<file path="src/hw/rtl/ctc_pkg.sv">
// shared types and codes for the connection table
`default_nettype none
package ctc_pkg;

   localparam int unsigned KEY_W  = 32;
   localparam int unsigned ADDR_W = 32;

   typedef enum logic [1:0] {
      OP_PUSH   = 2'd0,
      OP_FIND   = 2'd1,
      OP_DELETE = 2'd2,
      OP_CLEAR  = 2'd3
   } opcode_type;

   typedef enum logic [1:0] {
      ST_OK   = 2'd0,
      ST_MISS = 2'd1,
      ST_FULL = 2'd2
   } status_type;

   // one table entry
   typedef struct packed {
      logic              valid;
      logic [KEY_W-1:0]  key;
      logic [ADDR_W-1:0] in_addr;
      logic [ADDR_W-1:0] out_addr;
   } slot_type;

   // token handed down the chain while searching for the newest match
   typedef struct packed {
      logic              seen;
      logic [ADDR_W-1:0] in_addr;
      logic [ADDR_W-1:0] out_addr;
   } sweep_type;

   // commands broadcast from the controller to every cell
   typedef struct packed {
      logic sweep_clear;
      logic sweep_step;
      logic push;
      logic clear;
      logic remove;
   } cell_ctl_type;

endpackage
`default_nettype wire

</file>
<file path="src/hw/rtl/ctc_cell.sv">
// one table slot with its compare and its stage of the search chain
`default_nettype none
module ctc_cell (
   input  wire logic                      clock,
   input  wire logic                      reset,
   input  wire ctc_pkg::cell_ctl_type     ctl,
   input  wire logic [ctc_pkg::KEY_W-1:0] key,
   input  wire ctc_pkg::slot_type         prev_slot,
   input  wire ctc_pkg::slot_type         next_slot,
   input  wire ctc_pkg::sweep_type        sweep_prev,
   output ctc_pkg::slot_type              slot,
   output ctc_pkg::sweep_type             sweep
);
   import ctc_pkg::*;

   slot_type  slot_ff, slot_in;
   sweep_type sweep_ff, sweep_in;
   logic      match;

   assign match = slot_ff.valid && (slot_ff.key == key);

   always_comb begin
      slot_in = slot_ff;
      if (ctl.clear) begin
         slot_in.valid = 1'b0;
      end else if (ctl.push) begin
         slot_in = prev_slot;
      end else if (ctl.remove && sweep_ff.seen) begin
         // this slot is at or behind the deleted one: close the gap
         slot_in = next_slot;
      end
   end

   always_comb begin
      sweep_in = sweep_ff;
      if (ctl.sweep_clear) begin
         sweep_in.seen = 1'b0;
      end else if (ctl.sweep_step) begin
         sweep_in.seen = sweep_prev.seen || match;
         if (sweep_prev.seen) begin
            sweep_in.in_addr  = sweep_prev.in_addr;
            sweep_in.out_addr = sweep_prev.out_addr;
         end else begin
            sweep_in.in_addr  = slot_ff.in_addr;
            sweep_in.out_addr = slot_ff.out_addr;
         end
      end
   end

   always_ff @(posedge clock) begin
      if (reset) begin
         slot_ff.valid <= 1'b0;
         sweep_ff.seen <= 1'b0;
      end else begin
         slot_ff.valid <= slot_in.valid;
         sweep_ff.seen <= sweep_in.seen;
      end
      slot_ff.key       <= slot_in.key;
      slot_ff.in_addr   <= slot_in.in_addr;
      slot_ff.out_addr  <= slot_in.out_addr;
      sweep_ff.in_addr  <= sweep_in.in_addr;
      sweep_ff.out_addr <= sweep_in.out_addr;
   end

   assign slot  = slot_ff;
   assign sweep = sweep_ff;

endmodule
`default_nettype wire

</file>
<file path="src/hw/rtl/connection_table_cam_core.sv">
// connection table top level: controller, result register and chain of slots
`default_nettype none
// channel  dir  tuser                 tdata
// req_     in   [1:0] opcode          [31:0] conn_id, [63:32] new_in_addr,
//                                     [95:64] new_out_addr
// rsp_     out  [1:0] status          [31:0] found_in_addr, [63:32] found_out_addr
//
// one word is taken at a time; push and clear go from accept straight to the result,
// while find and delete first sweep the search token, rippling one slot
// per cycle down the chain of cells.
// reset empties the table at once; entries need no clearing pass.
// a result waiting on rsp_tready holds the table commit of the following word.
module connection_table_cam_core #(
   parameter int unsigned TABLE_DEPTH = 16
) (
   input  wire logic        clock,
   input  wire logic        reset,
   input  wire logic        req_tvalid,
   output logic             req_tready,
   input  wire logic [1:0]  req_tuser,   // opcode
   input  wire logic [95:0] req_tdata,   // conn_id, new_in_addr, new_out_addr
   output logic             rsp_tvalid,
   input  wire logic        rsp_tready,
   output logic [1:0]       rsp_tuser,   // status
   output logic [63:0]      rsp_tdata    // found_in_addr, found_out_addr
);
   import ctc_pkg::*;

   localparam int unsigned CNT_W = (TABLE_DEPTH > 2) ? $clog2(TABLE_DEPTH) : 1;

   typedef enum logic [1:0] {
      S_IDLE,
      S_SWEEP,
      S_DONE
   } state_type;

   state_type         state_ff;
   logic [CNT_W-1:0]  cnt_ff;
   opcode_type        op_ff;
   logic [KEY_W-1:0]  key_ff;
   logic [ADDR_W-1:0] new_in_ff;
   logic [ADDR_W-1:0] new_out_ff;
   logic              rsp_valid_ff;
   status_type        rsp_status_ff;
   logic [ADDR_W-1:0] rsp_in_ff;
   logic [ADDR_W-1:0] rsp_out_ff;

   logic              accept;
   logic              rsp_free;
   logic              commit;
   logic              full;
   logic              hit;
   cell_ctl_type      ctl;
   status_type        status_in;
   logic [ADDR_W-1:0] fin_in;
   logic [ADDR_W-1:0] fout_in;

   slot_type  slots  [TABLE_DEPTH];
   slot_type  prevs  [TABLE_DEPTH];
   slot_type  nexts  [TABLE_DEPTH];
   sweep_type sweeps [TABLE_DEPTH];
   sweep_type sprevs [TABLE_DEPTH];

   assign accept   = req_tvalid && req_tready;
   assign req_tready = (state_ff == S_IDLE);
   assign rsp_free = !rsp_valid_ff || rsp_tready;
   assign commit   = (state_ff == S_DONE) && rsp_free;
   assign full     = slots[TABLE_DEPTH-1].valid;
   assign hit      = sweeps[TABLE_DEPTH-1].seen;

   always_comb begin
      ctl.sweep_clear = accept;
      ctl.sweep_step  = (state_ff == S_SWEEP);
      ctl.push        = commit && (op_ff == OP_PUSH) && !full;
      ctl.clear       = commit && (op_ff == OP_CLEAR);
      ctl.remove      = commit && (op_ff == OP_DELETE) && hit;
   end

   always_comb begin
      status_in = ST_OK;
      fin_in    = '0;
      fout_in   = '0;
      case (op_ff)
         OP_PUSH: begin
            if (full) status_in = ST_FULL;
         end
         OP_FIND: begin
            if (hit) begin
               fin_in  = sweeps[TABLE_DEPTH-1].in_addr;
               fout_in = sweeps[TABLE_DEPTH-1].out_addr;
            end else begin
               status_in = ST_MISS;
            end
         end
         OP_DELETE: begin
            if (!hit) status_in = ST_MISS;
         end
         default: begin
            status_in = ST_OK;
         end
      endcase
   end

   always_ff @(posedge clock) begin
      if (reset) begin
         state_ff     <= S_IDLE;
         cnt_ff       <= '0;
         rsp_valid_ff <= 1'b0;
      end else begin
         rsp_valid_ff <= commit || (rsp_valid_ff && !rsp_tready);
         if (commit) begin
            rsp_status_ff <= status_in;
            rsp_in_ff     <= fin_in;
            rsp_out_ff    <= fout_in;
         end
         case (state_ff)
            S_IDLE: begin
               if (accept) begin
                  cnt_ff <= '0;
                  if (opcode_type'(req_tuser) == OP_FIND ||
                      opcode_type'(req_tuser) == OP_DELETE) begin
                     state_ff <= S_SWEEP;
                  end else begin
                     state_ff <= S_DONE;
                  end
               end
            end
            S_SWEEP: begin
               cnt_ff <= cnt_ff + 1'b1;
               if (cnt_ff == CNT_W'(TABLE_DEPTH - 1)) state_ff <= S_DONE;
            end
            S_DONE: begin
               if (rsp_free) state_ff <= S_IDLE;
            end
            default: begin
               state_ff <= S_IDLE;
            end
         endcase
      end
   end

   always_ff @(posedge clock) begin
      if (accept) begin
         op_ff      <= opcode_type'(req_tuser);
         key_ff     <= req_tdata[31:0];
         new_in_ff  <= req_tdata[63:32];
         new_out_ff <= req_tdata[95:64];
      end
   end

   genvar i;
   generate
      for (i = 0; i < TABLE_DEPTH; i++) begin : g_cell
         if (i == 0) begin : g_head
            assign prevs[i]  = '{valid: 1'b1, key: key_ff, in_addr: new_in_ff,
                                 out_addr: new_out_ff};
            assign sprevs[i] = '{seen: 1'b0, in_addr: '0, out_addr: '0};
         end else begin : g_body
            assign prevs[i]  = slots[i-1];
            assign sprevs[i] = sweeps[i-1];
         end
         if (i == TABLE_DEPTH - 1) begin : g_tail
            assign nexts[i] = '{valid: 1'b0, key: '0, in_addr: '0, out_addr: '0};
         end else begin : g_mid
            assign nexts[i] = slots[i+1];
         end
         ctc_cell u_cell (
            .clock      (clock),
            .reset      (reset),
            .ctl        (ctl),
            .key        (key_ff),
            .prev_slot  (prevs[i]),
            .next_slot  (nexts[i]),
            .sweep_prev (sprevs[i]),
            .slot       (slots[i]),
            .sweep      (sweeps[i])
         );
      end
   endgenerate

   assign rsp_tvalid = rsp_valid_ff;
   assign rsp_tuser  = rsp_status_ff;
   assign rsp_tdata  = {rsp_out_ff, rsp_in_ff};

endmodule
`default_nettype wire
</file>
<file path="config.mk">
export PLATFORM = sky130hd
export DESIGN_NAME = connection_table_cam_core
export DESIGN_NICKNAME = d
export VERILOG_FILES = /design/src/hw/rtl/ctc_pkg.sv /design/src/hw/rtl/ctc_cell.sv /design/src/hw/rtl/connection_table_cam_core.sv
export SDC_FILE = /design/constraint.sdc
export NUM_CORES = 2
export LEC_CHECK = 0
export BUFFER_PORTS_ARGS = -buffer_cell sky130_fd_sc_hd__buf_2
export CELL_PAD_IN_SITES_DETAIL_PLACEMENT = 1
export CELL_PAD_IN_SITES_GLOBAL_PLACEMENT = 1
export CORE_MARGIN = 2
export CORE_UTILIZATION = 56
export CTS_CLUSTER_SIZE = 10
export DETAILED_ROUTE_END_ITERATION = 8
export GPL_TIMING_DRIVEN = 0
export PLACE_DENSITY_LB_ADDON = 0.25
export SYNTH_ARGS = -nofsm -noshare
export SYNTH_HDL_FRONTEND = slang
export SYNTH_SLANG_ARGS = --single-unit
</file>
<file path="constraint.sdc">
create_clock -name clock -period 80.8 [get_ports clock]
set_clock_uncertainty 0.05 [all_clocks]
set_input_delay 16.16 -clock clock [delete_from_list [all_inputs] [get_ports clock]]
set_output_delay 16.16 -clock clock [all_outputs]
set_load 0.1 [all_outputs]
</file>
# ---- Word level (Yosys, flattened, before mapping)
# Index checks and enable logic that the tools add are counted.
dict set report classes {
  add_sub_neg 1
  n_eq_ne 27
  n_mux 57
  n_bitwise 3
  reduce_logical 104
}
# operator count
set ops {}
lappend ops {{$mux 97} 32}
lappend ops {{$mux 64} 15}
lappend ops {{$eq 32x32->1} 16}
lappend ops {{$logic_and 1x1->1} 40}
lappend ops {{$reduce_and 2->1} 20}
lappend ops {{$reduce_bool 2->1} 17}
lappend ops {{$logic_or 1x1->1} 18}
lappend ops {{$mux 2} 5}
lappend ops {{$eq 2x2->1 const B} 4}
lappend ops {{$pmux 4 s2} 1}
lappend ops {{$eq 2x1->1 const B} 3}
lappend ops {{$pmux 2 s3} 1}
lappend ops {{$reduce_or 2->1} 3}
lappend ops {{$add 4x1->4 const B} 1}
lappend ops {{$eq 4x4->1 const B} 1}
lappend ops {{$logic_not 2->1} 2}
lappend ops {{$mux 4} 1}
lappend ops {{$ne 2x1->1 const B} 2}
lappend ops {{$pmux 2 s2} 1}
lappend ops {{$logic_not 1->1} 3}
lappend ops {{$not 1->1} 3}
lappend ops {{$reduce_and 3->1} 1}
lappend ops {{$ne 2x2->1 const B} 1}
lappend ops {{$mux 1} 1}
dict set report word_totals {
  regBits 2763
  inputBits 102
}

# ---- Longest topological paths before layout
dict set report logic_depth {
  word_depth 8
  ltp_mapped 10
}

# ---- Cells and area by module
# A second synthesis with hierarchy kept.
dict set report hier_totals {
  cells_unflattened 6634
  area_unflattened_um2 120530.6
}
# module n_inst cells_per_inst area_per_inst_um2 seq_area_each_um2
set modules_own_cells {}
lappend modules_own_cells {ctc_cell 16 396 7166.9 4844.6}
lappend modules_own_cells {connection_table_cam_core 1 298 5860.6 5064.9}

# ---- Worst setup path after synthesis
# No wires, ideal clock.
dict set report synth_timing {
  kind {register -> register}
  startpoint {register state_ff[1]}
  endpoint {register cnt_ff[1]}
  arrival_time_ns 49.416
  path_slack_ns 31.157
  stages_incl_launch_ff 4
  path_cell_list {dfxtp_1 -> nor2b_1 -> a22oi_1 -> nor2_1}
}
dict set report synth_between {
  elab_chain_len 4
  word_cells_on_any_way 7
}
# item line_no
set synth_rtl {}
lappend synth_rtl {{start: declaration} connection_table_cam_core.sv:37} ;# state_type state_ff;
lappend synth_rtl {{start signal: assignment} connection_table_cam_core.sv:106} ;# state_ff <= S_IDLE;
lappend synth_rtl {{start signal: assignment} connection_table_cam_core.sv:122} ;# state_ff <= S_SWEEP;
lappend synth_rtl {{start signal: assignment} connection_table_cam_core.sv:124} ;# state_ff <= S_DONE;
lappend synth_rtl {{$logic_not 2->1} {connection_table_cam_core.sv:65, connection_table_cam_core.sv:116}}
lappend synth_rtl {{$logic_and 1x1->1} connection_table_cam_core.sv:64} ;# assign accept = req_tvalid && req_tready;
lappend synth_rtl {{$ne 2x1->1 (no line)} n/a}
lappend synth_rtl {{$reduce_and 2->1 (no line)} n/a}
lappend synth_rtl {{end signal: assignment} connection_table_cam_core.sv:129} ;# cnt_ff <= cnt_ff + 1'b1;
lappend synth_rtl {{end: declaration} connection_table_cam_core.sv:38} ;# logic [CNT_W-1:0] cnt_ff;
# Parallel ways exist; a longest one is shown, timed or not.
# A chain may end at the register's enable or synchronous reset.

# ---- Worst setup path in the final report
dict set report layout_timing {
  startpoint {input port rsp_tready}
  endpoint {register g_cell[1].u_cell.slot_ff, in the netlist g_cell[1].u_cell.slot[34] (enable)}
}
dict set report layout_between {
  elab_chain_len 7
  word_cells_on_any_way 11
}
# item line_no
set layout_rtl {}
lappend layout_rtl {{start: declaration} connection_table_cam_core.sv:23} ;# input wire logic rsp_tready,
lappend layout_rtl {{$logic_or 1x1->1 *} connection_table_cam_core.sv:66} ;# assign rsp_free = !rsp_valid_ff || rsp_tready;
lappend layout_rtl {{$logic_and 1x1->1 *} connection_table_cam_core.sv:67} ;# assign commit = (state_ff == S_DONE) && rsp_free;
lappend layout_rtl {{$logic_and 1x1->1 (2 in series)} connection_table_cam_core.sv:76} ;# ctl.remove = commit && (op_ff == OP_DELETE) && hit;
lappend layout_rtl {{$logic_and 1x1->1} ctc_cell.sv:28} ;# end else if (ctl.remove && sweep_ff.seen) begin
lappend layout_rtl {{$reduce_bool 2->1 (no line)} n/a}
lappend layout_rtl {{$reduce_and 2->1 (no line) *} n/a}
lappend layout_rtl {{end: declaration} ctc_cell.sv:16} ;# slot_type slot_ff, slot_in;
# Every way passes the cells marked *; elsewhere a longest branch is shown, timed or not.

==> metrics <==
sequential share of the synthesized area=69.00%; Critical Path End Type=register; Post-synth EDFFs=2,724; initial antenna violation count=7; critical-path cell list=buf_2 -> nand2b_1 -> and2_1 -> buf_4 -> nand3b_1 -> buf_2 -> a22oi_4 -> buf_6 -> o21a_4 -> buf_16; post-CTS setup buffers=0; ys async rst share=0%; GR Util All Layers=33.63%; largest net degree at the start of global routing=106; Tmin final=19.32 ns; post-synth cell types=39; RSZ-0062 raised after global routing=no; DIE AREA=217,400 um2; Flop pwr share=52.9%; Synthesized Nets=9,699; TNS Setup=0 ns; buffers and inverters on the worst path=5; worst slew pin tran=1.509 ns; Syn. warnings=0; initial core utilization=56.37%; vias in the first global route=80,610; drt first pass iters=6; I/O pin total=170; Die Wd=466.3 um; CP delay by family, top=buffers and inverters; layout cells sized above 1=18.66%; clk sinks=2,763; post-DP HPWL=268,600 um; vias post-DR=78,049; die height=466.3 um; Critical R2R Launch=state_ff[1]; TritonCTS clock tree=yes; CORE AREA=212,300 um2; hold_ws=0.3915 ns; Top FF cell, synth=edfxtp_1; hold path start=g_cell[0].u_cell.slot[62]; WL/cell=28.14 um; Finished Core Util=63.30%; Rel. slew slack=-0.6131%; failing checks=capacitance limit, slew limit; leak pwr=50.40 nW; dpl ws=60.68 ns; number of synthesized register bits=2,763; min setup slack post-route=61.48 ns; grt ovf=0; most frequent cell on the critical path=buf_2; post_cts resized=0; Worst Hold Depth=0; Startpoint Class=input port; WP data required=81.34 ns; Slew Limit Fails=9; reg2reg path depth=9; DRC=0; clock buffer depth=4; Worst Hold Class=register to register; final-report setup violation count=0; final worst-path cycle share=23.91%; Clk network pwr share=43.2%; antenna-violating nets left=0; global-route wire length before repair=543,400 um; worst-path maximum fanout=105; worst vdd ir=0.02547 mV; Crit Path Category=input port to register; slowest library cell on the worst path=buf_6; worst r2r dst=g_cell[1].u_cell.slot[34]; worst hold endpoint=g_cell[0].u_cell.sweep[62]; 1st-iter DRT viols=10,716; pwr/cell area=22.66 nW/um2; cts hold-fix bufs=0; clock-pin slew on the worst setup and hold paths=0.05 ns; outcome=finished, violations left; IO Port Bufs=169; Sw Ratio=21.69%; vias per std cell=5.966; Synth area leaders=edfxtp_1 (68%), nand2_1 (14%), mux2_2 (9.0%); final hold viol count=0; Comb pwr share=3.9%; reg2reg setup slack=76.12 ns; Syn Area/Cell=12.48 um2; max-cap viol count=1; Worst-Skew Late Latency=0.95 ns; CTS buffer count=331; NetSw=660.3 uW; Placer Congestion=0.9726; Internal Power=2.384 mW; f_max=0.05176 GHz; Synth area leader=edfxtp_1; Mapped Area=119,700 um2; overall routed net length=368,100 um; clk root buf=clkbuf_16; fin nets=10,258; H-Tree Depth=5; synthesized instance count=9,592; placement row count=169; crit-path max cell delay=0.94 ns; top cell type's share of synthesized area=68.35%; Arr. time, crit path=19.86 ns; Syn-to-layout area delta=12.28%
## registers in the layout (all words and copies together) (netlist names)
name                 count
op_ff                    2
rsp_out_ff              32
rsp_tvalid               1
new_in_ff               32
key_ff                  32
state_ff                 2
rsp_tuser                2
rsp_in_ff               32
new_out_ff              32
g_cell.u_cell.slot    1552
cnt_ff                   4
g_cell.u_cell.sweep   1040
## cells by family after synthesis
family          count (synthesis)  synth area share (%)
compound gates                 87                0.4610
buf+inv                       549                 2.100
flops                        2763                 69.00
simple gates                 4699                 15.46
mux                           976                 9.168
xor+xnor                      513                 3.754
fa+ha+maj                       5               0.05227
## per-layer routing
| metal | up-vias | wire [um] | track usage [%] |
|---|---|---|---|
| met1 | 39456 | 157000 | 49.63 |
| met2 | 4017 | 168200 | 52.49 |
| met4 | 2 | 11320 | 10.08 |
| met3 | 572 | 31610 | 4.350 |
| li1 | 34002 | - | - |
| met5 | - | 13 | 0 |
## cells in the mapped netlist, types with 15 or more instances
library cell	instances
nand2_1	4335
edfxtp_1	2724
mux2_2	961
buf_2	352
xor2_1	257
xnor2_1	256
clkbuf_1	101
and2_1	99
buf_1	88
nand4_1	81
nor4_1	80
and3_1	64
dfxtp_1	39
o21ai_0	25
a22oi_1	20
a21oi_1	17
nand3_1	17
mux2i_1	15
## stage by stage
stage                     cell area [um2]  instances  total power [mW]
after global placement             124100      12582             1.826
after CTS                          134400      13080             3.051
after global routing               134400      13082             3.108
after detailed placement           125400      12639             1.754
after floorplan                    119700       9592             1.760
final                              134400      13082             3.044
## power by group through the flow
stage | Sequential [mW] | Clock, mW | Combinational (mW)
2_1_floorplan | 1.70 | 0 | 0.0621
3_3_place_gp | 1.72 | 0 | 0.102
3_5_place_dp | 1.64 | 0 | 0.115
4_1_cts | 1.61 | 1.32 | 0.117
5_1_grt | 1.61 | 1.37 | 0.125
6_report | 1.61 | 1.32 | 0.118
## worst max path at each step
stage / from / endpoint / slack, ns / cells after the start
6_report: rsp_tready / g_cell[1].u_cell.slot[34] / 61.48 / 10
5_1_grt: rsp_tready / g_cell[1].u_cell.slot[29] / 61.41 / 10
4_1_cts: rsp_tready / g_cell[1].u_cell.slot[29] / 61.65 / 10
3_5_place_dp: rsp_tready / g_cell[1].u_cell.slot[30] / 60.68 / 10
3_3_place_gp: state_ff[1] / cnt_ff[1] / 13.46 / 3
2_1_floorplan: state_ff[1] / cnt_ff[1] / 31.16 / 3
## placed cells by master (no fill, tap or decap), types with 2 or more instances in the layout
master / n
buf_16: 18
clkbuf_8: 6
ha_1: 5
nand4_1: 81
inv_1: 5
diode_2: 2
xor2_1: 257
nand3_1: 17
mux2_2: 961
mux2i_1: 15
nor2b_4: 2
xnor2_1: 256
nor4_1: 80
inv_6: 4
and2_1: 98
nor2_1: 11
dfxtp_1: 39
buf_12: 33
and3_1: 64
nand2_1: 4335
clkinv_2: 2
nor3_1: 2
o21ai_1: 5
o21a_4: 14
clkbuf_16: 338
buf_1: 88
o21ai_0: 25
a21oi_1: 17
clkinv_1: 2
buf_8: 6
buf_2: 521
a21o_1: 2
edfxtp_1: 2724
clkbuf_1: 189
a22oi_1: 19
## area by class of cell
type | count | area, um2
Buffer | 544 | 2495
Tap cell | 2821 | 3530
Timing Repair Buffer | 226 | 2092
Sequential cell | 2763 | 82580
Inverter | 5 | 18.77
Antenna cell | 2 | 5.005
Clock inverter | 9 | 68.82
Clock buffer | 432 | 8871
Multi-Input combinational cell | 6280 | 34720
Fill cell | 20667 | 77920
Note: power is estimated with default switching activity, not from simulation.
